===== config.mk =====
export PLATFORM = sky130hd
export DESIGN_NAME = sq_to_midi_event_converter
export DESIGN_NICKNAME = d
export VERILOG_FILES = /design/src/rtl/sqme_pkg.sv /design/src/rtl/sqme_div.sv /design/src/rtl/sqme_dp.sv /design/src/rtl/sqme_ctrl.sv /design/src/rtl/sq_to_midi_event_converter.sv
export SDC_FILE = /design/constraint.sdc
export NUM_CORES = 1
export LEC_CHECK = 0
export ABC_AREA = 1
export BUFFER_PORTS_ARGS = -buffer_cell sky130_fd_sc_hd__buf_2
export CORE_ASPECT_RATIO = 0.6
export CORE_MARGIN = 5
export CORE_UTILIZATION = 42
export CTS_CLUSTER_DIAMETER = 120
export CTS_CLUSTER_SIZE = 14
export DETAILED_ROUTE_END_ITERATION = 6
export GPL_ROUTABILITY_DRIVEN = 0
export SLEW_MARGIN = 20
export SYNTH_ARGS = -nofsm -noshare
export SYNTH_HDL_FRONTEND = slang
export SYNTH_SLANG_ARGS = --single-unit
export TNS_END_PERCENT = 20

===== constraint.sdc =====
create_clock -name clk -period 2.9 [get_ports clk]
set_clock_uncertainty 0.2 [all_clocks]
set_input_delay 0.145 -clock clk [delete_from_list [all_inputs] [get_ports clk]]
set_output_delay 0.145 -clock clk [all_outputs]
set_load 0.03 [all_outputs]

===== src/rtl/sqme_pkg.sv =====
// ---------------------------------------------------------------------------
// sqme_pkg
// Types, constants and control/status bundles of the MIDI event transcoder.
// ---------------------------------------------------------------------------
package sqme_pkg;

  // Default width of the decoded SysEx length.
  localparam int SYSEX_LEN_BITS_DEF = 28;
  // Four varlen groups of seven bits cover any supported length.
  localparam int VLQ_BITS = 28;

  // Tempo conversion: microseconds per minute over bpm.
  localparam int          TEMPO_STEPS = 26;
  localparam logic [25:0] TEMPO_NUM   = 26'd60000000;
  localparam logic [23:0] TEMPO_DEF   = 24'h07A120;  // 500000 us
  localparam logic [7:0]  TEMPO_LEN   = 8'h03;

  // Byte codes.
  localparam logic [7:0] META_BYTE  = 8'hFF;
  localparam logic [7:0] SYSEX_F0   = 8'hF0;
  localparam logic [7:0] SYSEX_F7   = 8'hF7;
  localparam logic [7:0] META_EOT   = 8'h2F;
  localparam logic [7:0] META_TEMPO = 8'h51;
  localparam logic [3:0] CMD_BEND   = 4'hE;
  localparam logic [3:0] CMD_PROG   = 4'hC;
  localparam logic [3:0] CMD_PRESS  = 4'hD;
  localparam logic [3:0] CMD_SYS    = 4'hF;

  // What the output buffer is loaded with.
  typedef enum logic [2:0] {
    EM_NONE,
    EM_BYTE,
    EM_EOT,
    EM_BEND,
    EM_TEMPO_LEN,
    EM_TEMPO_DEF,
    EM_TEMPO_DIV,
    EM_VARLEN
  } emit_t;

  // Controller to datapath commands.
  typedef struct packed {
    emit_t emit;
    logic  run_set;
    logic  run_clr;
    logic  cur_from_b;
    logic  cur_from_run;
    logic  acc_clr;
    logic  acc_shift;
    logic  bl_from_b;
    logic  bl_from_acc;
    logic  bl_dec;
    logic  div_start;
  } dp_cmd_t;

  // Datapath to controller status.
  typedef struct packed {
    logic b_chan;
    logic b_sys;
    logic b_hi;
    logic b_meta;
    logic b_sysex;
    logic b_eot;
    logic b_tempo;
    logic b_one;
    logic b_zero;
    logic run_zero;
    logic run_bend;
    logic run_short;
    logic cur_bend;
    logic cur_short;
    logic bl_one;
    logic acc_zero;
    logic div_done;
    logic buf_free;
  } dp_stat_t;

endpackage


===== src/rtl/sqme_div.sv =====
// ---------------------------------------------------------------------------
// sqme_div
// Restoring divider, one quotient bit per cycle: 60000000 / bpm.
// ---------------------------------------------------------------------------
module sqme_div
  import sqme_pkg::*;
(
  input  logic        clk,
  input  logic        rst_n,
  input  logic        start,
  input  logic [7:0]  divisor,
  output logic        done,
  output logic [23:0] quot
);

  localparam int CNT_W = $clog2(TEMPO_STEPS);

  logic             busy_r;
  logic             done_r;
  logic [CNT_W-1:0] cnt_r;
  logic [7:0]       rem_r;
  logic [7:0]       dvs_r;
  logic [23:0]      quo_r;
  logic [8:0]       trial;
  logic [8:0]       diff;
  logic             fits;

  // Bring down the next dividend bit and try the subtract.
  assign trial = {rem_r, TEMPO_NUM[cnt_r]};
  assign diff  = trial - {1'b0, dvs_r};
  assign fits  = (trial >= {1'b0, dvs_r});

  // Control: run for one step per dividend bit.
  always_ff @(posedge clk) begin
    if (!rst_n) begin
      busy_r <= 1'b0;
      done_r <= 1'b0;
      cnt_r  <= '0;
    end else if (start) begin
      busy_r <= 1'b1;
      done_r <= 1'b0;
      cnt_r  <= CNT_W'(TEMPO_STEPS - 1);
    end else if (busy_r) begin
      cnt_r <= cnt_r - CNT_W'(1);
      if (cnt_r == '0) begin
        busy_r <= 1'b0;
        done_r <= 1'b1;
      end
    end
  end

  // Datapath: remainder and quotient shift.
  always_ff @(posedge clk) begin
    if (start) begin
      dvs_r <= divisor;
      rem_r <= '0;
      quo_r <= '0;
    end else if (busy_r) begin
      rem_r <= fits ? diff[7:0] : trial[7:0];
      quo_r <= {quo_r[22:0], fits};
    end
  end

  assign done = done_r;
  assign quot = quo_r;

endmodule


===== src/rtl/sqme_dp.sv =====
// ---------------------------------------------------------------------------
// sqme_dp
// Datapath: byte decode, status/length registers, tempo divider and the
// output byte buffer.
// ---------------------------------------------------------------------------
module sqme_dp
  import sqme_pkg::*;
#(
  parameter int SYSEX_LEN_BITS = SYSEX_LEN_BITS_DEF
) (
  input  logic     clk,
  input  logic     rst_n,
  input  logic [7:0] in_byte,
  input  dp_cmd_t  cmd,
  output dp_stat_t stat,
  input  logic     out_ready,
  output logic     out_valid,
  output logic [7:0] out_byte,
  output logic     out_last,
  output logic     out_end
);

  localparam int LW   = SYSEX_LEN_BITS;
  localparam int BL_W = (LW > 8) ? LW : 8;

  logic [7:0]      run_r;
  logic [3:0]      cur_r;
  logic [BL_W-1:0] bl_r;
  logic [LW-1:0]   acc_r;
  logic [LW+6:0]   acc_sh;
  logic [LW-1:0]   acc_v;
  logic [VLQ_BITS-1:0] v28;
  logic            g1, g2, g3;

  logic [7:0]      obuf_r [4];
  logic [2:0]      ocnt_r;
  logic            te_r;
  logic [7:0]      nbuf [4];
  logic [2:0]      ncnt;
  logic            pop;

  logic [15:0]     bend;
  logic            div_done;
  logic [23:0]     div_q;

  // Next SysEx length accumulation and its varlen group count.
  assign acc_sh = {acc_r, in_byte[6:0]};
  assign acc_v  = acc_sh[LW-1:0];
  assign v28    = VLQ_BITS'(acc_v);
  assign g1     = |v28[27:7];
  assign g2     = |v28[27:14];
  assign g3     = |v28[27:21];

  // Pitch bend scaling: v * 16383 / 127 is exactly v * 129.
  assign bend = {1'b0, in_byte, 7'b0} + {8'b0, in_byte};

  sqme_div u_div (
    .clk     (clk),
    .rst_n   (rst_n),
    .start   (cmd.div_start),
    .divisor (in_byte),
    .done    (div_done),
    .quot    (div_q)
  );

  // Decode the incoming byte and report register conditions.
  always_comb begin
    stat.b_chan    = in_byte[7] && (in_byte[7:4] != CMD_SYS);
    stat.b_sys     = (in_byte[7:4] == CMD_SYS);
    stat.b_hi      = in_byte[7];
    stat.b_meta    = (in_byte == META_BYTE);
    stat.b_sysex   = (in_byte == SYSEX_F0) || (in_byte == SYSEX_F7);
    stat.b_eot     = (in_byte == META_EOT);
    stat.b_tempo   = (in_byte == META_TEMPO);
    stat.b_one     = (in_byte == 8'd1);
    stat.b_zero    = (in_byte == 8'd0);
    stat.run_zero  = (run_r == 8'd0);
    stat.run_bend  = (run_r[7:4] == CMD_BEND);
    stat.run_short = (run_r[7:4] == CMD_PROG) || (run_r[7:4] == CMD_PRESS);
    stat.cur_bend  = (cur_r == CMD_BEND);
    stat.cur_short = (cur_r == CMD_PROG) || (cur_r == CMD_PRESS);
    stat.bl_one    = (bl_r == BL_W'(1));
    stat.acc_zero  = (acc_v == '0);
    stat.div_done  = div_done;
    stat.buf_free  = (ocnt_r == 3'd0) || ((ocnt_r == 3'd1) && out_ready);
  end

  // Status and length registers.
  always_ff @(posedge clk) begin
    if (!rst_n) begin
      run_r <= '0;
      cur_r <= '0;
      bl_r  <= '0;
      acc_r <= '0;
    end else begin
      if (cmd.run_set) begin
        run_r <= in_byte;
      end else if (cmd.run_clr) begin
        run_r <= '0;
      end
      if (cmd.cur_from_b) begin
        cur_r <= in_byte[7:4];
      end else if (cmd.cur_from_run) begin
        cur_r <= run_r[7:4];
      end
      if (cmd.acc_clr) begin
        acc_r <= '0;
      end else if (cmd.acc_shift) begin
        acc_r <= acc_v;
      end
      if (cmd.bl_from_b) begin
        bl_r <= BL_W'(in_byte);
      end else if (cmd.bl_from_acc) begin
        bl_r <= BL_W'(acc_v);
      end else if (cmd.bl_dec) begin
        bl_r <= bl_r - BL_W'(1);
      end
    end
  end

  // Form the result bytes of this request.
  always_comb begin
    nbuf[0] = in_byte;
    nbuf[1] = '0;
    nbuf[2] = '0;
    nbuf[3] = '0;
    ncnt    = 3'd0;
    unique case (cmd.emit)
      EM_NONE: begin
        ncnt = 3'd0;
      end
      EM_BYTE, EM_EOT: begin
        ncnt = 3'd1;
      end
      EM_BEND: begin
        nbuf[0] = {1'b0, bend[6:0]};
        nbuf[1] = {1'b0, bend[13:7]};
        ncnt    = 3'd2;
      end
      EM_TEMPO_LEN: begin
        nbuf[0] = TEMPO_LEN;
        ncnt    = 3'd1;
      end
      EM_TEMPO_DEF: begin
        nbuf[0] = TEMPO_DEF[23:16];
        nbuf[1] = TEMPO_DEF[15:8];
        nbuf[2] = TEMPO_DEF[7:0];
        ncnt    = 3'd3;
      end
      EM_TEMPO_DIV: begin
        nbuf[0] = div_q[23:16];
        nbuf[1] = div_q[15:8];
        nbuf[2] = div_q[7:0];
        ncnt    = 3'd3;
      end
      EM_VARLEN: begin
        priority if (g3) begin
          nbuf[0] = {1'b1, v28[27:21]};
          nbuf[1] = {1'b1, v28[20:14]};
          nbuf[2] = {1'b1, v28[13:7]};
          nbuf[3] = {1'b0, v28[6:0]};
          ncnt    = 3'd4;
        end else if (g2) begin
          nbuf[0] = {1'b1, v28[20:14]};
          nbuf[1] = {1'b1, v28[13:7]};
          nbuf[2] = {1'b0, v28[6:0]};
          ncnt    = 3'd3;
        end else if (g1) begin
          nbuf[0] = {1'b1, v28[13:7]};
          nbuf[1] = {1'b0, v28[6:0]};
          ncnt    = 3'd2;
        end else begin
          nbuf[0] = {1'b0, v28[6:0]};
          ncnt    = 3'd1;
        end
      end
      default: begin
        ncnt = 3'd0;
      end
    endcase
  end

  assign pop = out_valid && out_ready;

  // Output buffer: load a new group or shift out the head byte.
  always_ff @(posedge clk) begin
    if (!rst_n) begin
      ocnt_r <= 3'd0;
    end else if (cmd.emit != EM_NONE) begin
      ocnt_r <= ncnt;
    end else if (pop) begin
      ocnt_r <= ocnt_r - 3'd1;
    end
  end

  always_ff @(posedge clk) begin
    if (cmd.emit != EM_NONE) begin
      obuf_r <= nbuf;
      te_r   <= (cmd.emit == EM_EOT);
    end else if (pop) begin
      obuf_r[0] <= obuf_r[1];
      obuf_r[1] <= obuf_r[2];
      obuf_r[2] <= obuf_r[3];
    end
  end

  assign out_valid = (ocnt_r != 3'd0);
  assign out_byte  = obuf_r[0];
  assign out_last  = (ocnt_r == 3'd1);
  assign out_end   = te_r && (ocnt_r == 3'd1);

endmodule


===== src/rtl/sqme_ctrl.sv =====
// ---------------------------------------------------------------------------
// sqme_ctrl
// Parser state machine: walks delta, status, data, meta and SysEx fields
// and issues datapath commands per accepted byte until end of track.
// ---------------------------------------------------------------------------
module sqme_ctrl
  import sqme_pkg::*;
(
  input  logic     clk,
  input  logic     rst_n,
  input  logic     in_valid,
  output logic     in_ready,
  input  dp_stat_t stat,
  output dp_cmd_t  cmd
);

  typedef enum logic [3:0] {
    PH_DELTA,
    PH_STATUS,
    PH_DATA1,
    PH_DATA2,
    PH_META_TYPE,
    PH_EOT_LEN,
    PH_TEMPO_LEN,
    PH_TEMPO_VAL,
    PH_TEMPO_WAIT,
    PH_META_LEN,
    PH_META_DATA,
    PH_SYSEX_LEN,
    PH_SYSEX_DATA
  } phase_t;

  phase_t phase_r, phase_nxt;
  logic   fin_r, fin_nxt;
  logic   take;

  // Hold input while dividing or while the buffer still has more than a
  // final byte pending or that final byte is stalled.
  assign in_ready = (phase_r != PH_TEMPO_WAIT) && stat.buf_free;
  assign take     = in_valid && in_ready;

  always_comb begin
    cmd       = '0;
    cmd.emit  = EM_NONE;
    phase_nxt = phase_r;
    fin_nxt   = fin_r;

    if (phase_r == PH_TEMPO_WAIT) begin
      // Load the quotient once the buffer can take it.
      if (stat.div_done && stat.buf_free) begin
        cmd.emit  = EM_TEMPO_DIV;
        phase_nxt = PH_DELTA;
      end
    end else if (take && !fin_r) begin
      unique case (phase_r)
        PH_DELTA: begin
          cmd.emit = EM_BYTE;
          if (!stat.b_hi) begin
            phase_nxt = PH_STATUS;
          end
        end
        PH_STATUS: begin
          priority if (stat.b_chan) begin
            cmd.emit       = EM_BYTE;
            cmd.run_set    = 1'b1;
            cmd.cur_from_b = 1'b1;
            phase_nxt      = PH_DATA1;
          end else if (stat.b_sys) begin
            cmd.emit       = EM_BYTE;
            cmd.run_clr    = 1'b1;
            cmd.cur_from_b = 1'b1;
            priority if (stat.b_meta) begin
              phase_nxt = PH_META_TYPE;
            end else if (stat.b_sysex) begin
              cmd.acc_clr = 1'b1;
              phase_nxt   = PH_SYSEX_LEN;
            end else begin
              phase_nxt = PH_DELTA;
            end
          end else if (stat.run_zero) begin
            // No running status: treat the byte as a one-byte delta.
            cmd.emit = EM_BYTE;
          end else begin
            cmd.cur_from_run = 1'b1;
            priority if (stat.run_bend) begin
              cmd.emit  = EM_BEND;
              phase_nxt = PH_DELTA;
            end else if (stat.run_short) begin
              cmd.emit  = EM_BYTE;
              phase_nxt = PH_DELTA;
            end else begin
              cmd.emit  = EM_BYTE;
              phase_nxt = PH_DATA2;
            end
          end
        end
        PH_DATA1: begin
          priority if (stat.cur_bend) begin
            cmd.emit  = EM_BEND;
            phase_nxt = PH_DELTA;
          end else if (stat.cur_short) begin
            cmd.emit  = EM_BYTE;
            phase_nxt = PH_DELTA;
          end else begin
            cmd.emit  = EM_BYTE;
            phase_nxt = PH_DATA2;
          end
        end
        PH_DATA2: begin
          cmd.emit  = EM_BYTE;
          phase_nxt = PH_DELTA;
        end
        PH_META_TYPE: begin
          cmd.emit = EM_BYTE;
          priority if (stat.b_eot) begin
            phase_nxt = PH_EOT_LEN;
          end else if (stat.b_tempo) begin
            phase_nxt = PH_TEMPO_LEN;
          end else begin
            phase_nxt = PH_META_LEN;
          end
        end
        PH_EOT_LEN: begin
          cmd.emit  = EM_EOT;
          fin_nxt   = 1'b1;
          phase_nxt = PH_DELTA;
        end
        PH_TEMPO_LEN: begin
          cmd.emit = EM_TEMPO_LEN;
          priority if (stat.b_one) begin
            phase_nxt = PH_TEMPO_VAL;
          end else begin
            cmd.bl_from_b = 1'b1;
            phase_nxt     = stat.b_zero ? PH_DELTA : PH_META_DATA;
          end
        end
        PH_TEMPO_VAL: begin
          if (stat.b_zero) begin
            cmd.emit  = EM_TEMPO_DEF;
            phase_nxt = PH_DELTA;
          end else begin
            cmd.div_start = 1'b1;
            phase_nxt     = PH_TEMPO_WAIT;
          end
        end
        PH_META_LEN: begin
          cmd.emit      = EM_BYTE;
          cmd.bl_from_b = 1'b1;
          phase_nxt     = stat.b_zero ? PH_DELTA : PH_META_DATA;
        end
        PH_META_DATA, PH_SYSEX_DATA: begin
          cmd.emit   = EM_BYTE;
          cmd.bl_dec = 1'b1;
          if (stat.bl_one) begin
            phase_nxt = PH_DELTA;
          end
        end
        PH_SYSEX_LEN: begin
          cmd.acc_shift = 1'b1;
          if (!stat.b_hi) begin
            // Length complete: re-encode and start the data count.
            cmd.emit        = EM_VARLEN;
            cmd.bl_from_acc = 1'b1;
            cmd.acc_clr     = 1'b1;
            phase_nxt       = stat.acc_zero ? PH_DELTA : PH_SYSEX_DATA;
          end
        end
        default: begin
          phase_nxt = PH_DELTA;
        end
      endcase
    end
  end

  // Hold parser phase and end-of-track flag.
  always_ff @(posedge clk) begin
    if (!rst_n) begin
      phase_r <= PH_DELTA;
      fin_r   <= 1'b0;
    end else begin
      phase_r <= phase_nxt;
      fin_r   <= fin_nxt;
    end
  end

endmodule


===== src/rtl/sq_to_midi_event_converter.sv =====
// ---------------------------------------------------------------------------
// sq_to_midi_event_converter
// Sequence track bytes in, Standard MIDI track bytes out, with running
// status, pitch bend scaling, tempo conversion and SysEx length re-encoding.
//
//   Channel | Direction | tdata        | tlast | tuser
//   in_     | slave     | in_byte      | -     | -
//   out_    | master    | out_byte     | last  | track_end
//
// A byte yielding at most one result is taken every cycle while out_tready
// is high. A byte yielding n results holds the input until the output buffer
// drains to its last byte. A tempo byte with nonzero bpm runs the bit-serial
// divider and holds the input until the quotient is loaded. Reset is
// synchronous and needs no clearing pass. Output stalls back up into in_tready.
// ---------------------------------------------------------------------------
module sq_to_midi_event_converter
  import sqme_pkg::*;
#(
  parameter int SYSEX_LEN_BITS = SYSEX_LEN_BITS_DEF
) (
  input  logic       clk,
  input  logic       rst_n,
  input  logic       in_tvalid,
  output logic       in_tready,
  input  logic [7:0] in_tdata,   // [7:0] in_byte
  output logic       out_tvalid,
  input  logic       out_tready,
  output logic [7:0] out_tdata,  // [7:0] out_byte
  output logic       out_tlast,
  output logic       out_tuser   // [0] track_end
);

  dp_cmd_t  cmd;
  dp_stat_t stat;

  sqme_ctrl u_ctrl (
    .clk      (clk),
    .rst_n    (rst_n),
    .in_valid (in_tvalid),
    .in_ready (in_tready),
    .stat     (stat),
    .cmd      (cmd)
  );

  sqme_dp #(
    .SYSEX_LEN_BITS (SYSEX_LEN_BITS)
  ) u_dp (
    .clk       (clk),
    .rst_n     (rst_n),
    .in_byte   (in_tdata),
    .cmd       (cmd),
    .stat      (stat),
    .out_ready (out_tready),
    .out_valid (out_tvalid),
    .out_byte  (out_tdata),
    .out_last  (out_tlast),
    .out_end   (out_tuser)
  );

endmodule


==> results.rst <==
.. list-table::
   :header-rows: 1

   * - Metric
     - Value
   * - Floorplan core area
     - 19900 um2
   * - Sort of element at the start of the critical path
     - flop
   * - Classification of the worst-slack hold path
     - in2reg
   * - Clock-pin slew of the registers on the worst-case setup and hold paths
     - 0.06 ns
   * - Routed wire length per instance
     - 16.9 um
   * - Transition time at the pin with the least slew margin
     - 0.663 ns
   * - Number of CTS-inserted buffers
     - 17
   * - Number of nets with antenna violations after detailed routing
     - 0
   * - End-of-flow core utilization
     - 48.9%
   * - Dominant cell type by area after synthesis
     - sky130_fd_sc_hd__dfxtp_1
   * - Total chip power
     - ~6.5 mW
   * - CP max FO
     - 13
   * - Syn Nets
     - 1238
   * - Die Area
     - 23200 um2
   * - Total setup violations reported at the end of the flow
     - 0
   * - Mean number of vias per cell
     - 5.35
   * - Kind of capture point of the worst setup path
     - flop
   * - Antenna cell count
     - 0
   * - Fraction of final layout cells sized beyond drive strength 1
     - 12.0%
   * - Post-synthesis share of cell area spent on full adders, half adders and majority gates
     - 3.04%
   * - Detailed placement HPWL
     - 19600 um
   * - TritonCTS clock tree
     - built
   * - Worst relative slew slack
     - 55.4%
   * - Maximum buffer depth of the clock tree
     - 2
   * - Cells taking the most area after synthesis
     - sky130_fd_sc_hd__dfxtp_1, sky130_fd_sc_hd__nand2_1, sky130_fd_sc_hd__edfxtp_1
   * - Number of synthesized flops with an enable pin
     - 40
   * - Flops & latches, synth
     - 148
   * - Time the worst path needs with I/O delays and setup
     - 2.70 ns
   * - Highest clock frequency the design can meet
     - 370 MHz
   * - Number of inserted filler cells in the final layout
     - 2028
   * - Mux contribution to synthesized area
     - 0%
   * - First-pass GRT wire length
     - 41000 um
   * - Part of the cycle the worst path needs
     - 93.1%
   * - Synthesized-area fraction occupied by ao, oa, aoi and oai cells
     - around 15%
   * - Antenna violations before repair
     - 0
   * - H-tree level count
     - 4
   * - Clk Tree Root Cell
     - sky130_fd_sc_hd__clkbuf_16
   * - Primary flip-flop cell chosen by synthesis mapping
     - sky130_fd_sc_hd__dfxtp_1
   * - Fraction of synthesis flops using an asynchronous set or reset pin
     - 0%
   * - Share of synthesized area occupied by flip-flops and latches
     - between 30% and 40%
   * - Iteration count of the initial detailed-routing pass
     - 6
   * - Layout Area Growth over Synthesis
     - 15.1%
   * - Overall die height
     - 120 um
   * - Yosys warning count
     - 0
   * - Total area of multi-input combinational cells
     - ~4300 um2
   * - Final hold violation count
     - 0
   * - Initial Utilization
     - 42.5%
   * - Number of vias in the routed layout
     - 8210
   * - Critical path required time
     - roughly 3.0 ns
   * - Sink Count
     - 148
   * - Leading cell type in the layout, fill and taps excluded
     - sky130_fd_sc_hd__nand2_1
   * - Starting DRT DRC Count
     - 736
   * - Count of boundary I/O pins
     - 24
   * - Number of nets in the finished design
     - around 1300
   * - Number of DRC violations after detailed routing
     - 0
   * - Synthesized netlist cell count
     - 1206
   * - Number of max-cap violations
     - 0
   * - Power density of the placed cells
     - around 670 nW/um2
   * - Via count of the first global-routing pass
     - 7341
   * - Clock latency of the later-clocked register in the worst-skew pair
     - 0.43 ns
   * - Buffers added on ports
     - 23
   * - Simple-gate portion of the synthesized area
     - 30.5%
   * - Storage element area
     - 3370 um2
   * - Overall routed net length
     - around 26000 um
   * - Largest family of logic cells by synthesized area
     - simple AND/OR/NAND/NOR gates
   * - Post-synthesis cell area
     - 8470 um2
   * - Row count
     - 40
   * - Chip Width
     - 193 um
   * - Commonest cells after routing, fill and taps aside
     - sky130_fd_sc_hd__nand2_1, sky130_fd_sc_hd__inv_1, sky130_fd_sc_hd__nor2_1
   * - Number of library cell types mapped by synthesis
     - 50
   * - CP arrival
     - 2.77 ns
   * - Unrepaired setup endpoints after global routing
     - yes
   * - Peak ir drop on the vdd network
     - 0.000463 V
   * - Status
     - finished clean
   * - Total gr overflow
     - 0
   * - Standby leakage power
     - 4.27 nW
   * - Max Transition Viols Final
     - 0
   * - Fraction of synthesized cell area in xor and xnor cells
     - 2.38%
   * - Critical path class
     - reg2reg
   * - Share of Yosys cell area claimed by the top area cell type
     - 25.5%
   * - Average footprint of a synthesized cell
     - 7.02 um2
   * - Maximum number of pins on one net before global-route repair
     - 32
   * - Overall Global Routing Usage
     - between 20% and 30%
## sequential cells by signal, indices dropped and copies added (netlist names), 4 cells and up
| signal | count |
|---|---|
| u_ctrl.phase_r | 4 |
| u_dp.acc_r | 21 |
| u_dp.bl_r | 28 |
| u_dp.cur_r | 4 |
| u_dp.obuf_r | 23 |
| u_dp.out_byte | 8 |
| u_dp.run_r | 8 |
| u_dp.u_div.cnt_r | 5 |
| u_dp.u_div.dvs_r | 8 |
| u_dp.u_div.quot | 24 |
| u_dp.u_div.rem_r | 8 |
## critical path: stages, from the launching register on
cell	delay, ns
sky130_fd_sc_hd__dfxtp_1	0.31
sky130_fd_sc_hd__inv_1	0.10
sky130_fd_sc_hd__ha_1	0.21
sky130_fd_sc_hd__nand3_1	0.11
sky130_fd_sc_hd__nand2_1	0.15
sky130_fd_sc_hd__nand3_2	0.13
sky130_fd_sc_hd__nor2_4	0.23
sky130_fd_sc_hd__nand2_2	0.13
sky130_fd_sc_hd__nand2_4	0.14
sky130_fd_sc_hd__inv_4	0.08
sky130_fd_sc_hd__nor2_4	0.27
sky130_fd_sc_hd__inv_2	0.13
sky130_fd_sc_hd__nor2_4	0.16
sky130_fd_sc_hd__inv_2	0.10
sky130_fd_sc_hd__o21ai_0	0.08
## metal layers
metal	track usage, %	vias to the layer above	wire length [um]
li1	-	4063	-
met4	4.77	0	262
met3	7.58	17	3110
met2	28.0	398	9410
met1	35.5	3732	13100
met5	0	-	0
## stage by stage
step / setup TNS (ns) / worst slack [ns] / hold slack (ns) / cells / instance area, um2
2_1_floorplan: 0 / 0.129 / 0.0426 / 1206 / 8470
3_3_place_gp: 0 / 0.0834 / 0.248 / 1490 / 8970
3_5_place_dp: 0 / 0.0751 / 0.255 / 1490 / 8970
4_1_cts: 0 / 0.0537 / 0.00348 / 1531 / 9690
5_1_grt: -0.0285 / -0.0285 / 0.167 / 1534 / 9740
6_report: 0 / 0.200 / 0.148 / 1534 / 9740
## power by group
group	switching (mW)	leakage, nW	internal, mW	total (mW)
clock	0.941	0.306	1.45	2.39
combinational	0.979	2.69	0.459	1.44
sequential	0.131	1.27	2.53	2.66
total	2.05	4.27	4.44	6.49
## area by class of cell
cell class | count | area share (%)
repair buffers | 75 | 5.70
clock buffers | 17 | 4.37
flip-flops and latches | 148 | 34.5
multi-input cells | 874 | 44.6
well taps | 273 | 3.51
inverters | 132 | 5.16
clock inverters | 15 | 2.11
## synthesized netlist by cell type, types with 7 or more instances
library cell               number
sky130_fd_sc_hd__nand4_1       19
sky130_fd_sc_hd__a21oi_1      101
sky130_fd_sc_hd__dfxtp_1      108
sky130_fd_sc_hd__nor3_1        17
sky130_fd_sc_hd__o21ai_0       56
sky130_fd_sc_hd__inv_1        116
sky130_fd_sc_hd__nand2_1      357
sky130_fd_sc_hd__xor2_1        15
sky130_fd_sc_hd__edfxtp_1      40
sky130_fd_sc_hd__nor2_1       114
sky130_fd_sc_hd__inv_2         12
sky130_fd_sc_hd__buf_4         12
sky130_fd_sc_hd__clkbuf_1      19
sky130_fd_sc_hd__a31oi_1       19
sky130_fd_sc_hd__o221ai_1       7
sky130_fd_sc_hd__buf_2         20
sky130_fd_sc_hd__nand3_1       58
sky130_fd_sc_hd__xnor2_1        8
sky130_fd_sc_hd__o211ai_1      12
sky130_fd_sc_hd__ha_1          19
sky130_fd_sc_hd__o22ai_1       14
## path summary, 6_finish.rpt
kind / depth (start not counted) / start / end / slack, ns
max: 14 / u_dp.ocnt_r[1] / u_dp.obuf_r[15] / 0.20
min: 5 / in_tvalid / u_dp.bl_r[5] / 0.15
max reg2reg: 14 / u_dp.ocnt_r[1] / u_dp.obuf_r[15] / 0.20
min reg2reg: 2 / u_dp.acc_r[18] / u_dp.acc_r[18] / 0.26
## kinds of logic (layout without fill, tap and decap cells)
| logic type | after synthesis | in the layout |
|---|---|---|
| flops | 148 | 148 |
| buf+inv | 185 | 239 |
| fa+ha+maj | 20 | 20 |
| simple gates | 603 | 604 |
| xor+xnor | 23 | 23 |
| compound gates | 227 | 227 |
## repair_timing
item	in CTS	in global routing
buffers inserted	0	1
hold buffers	9	1
endpoints found under the hold margin	28	1
setup endpoints to repair	0	33
gates resized for setup	0	11
No activity file was read; power rests on OpenSTA's default activity.
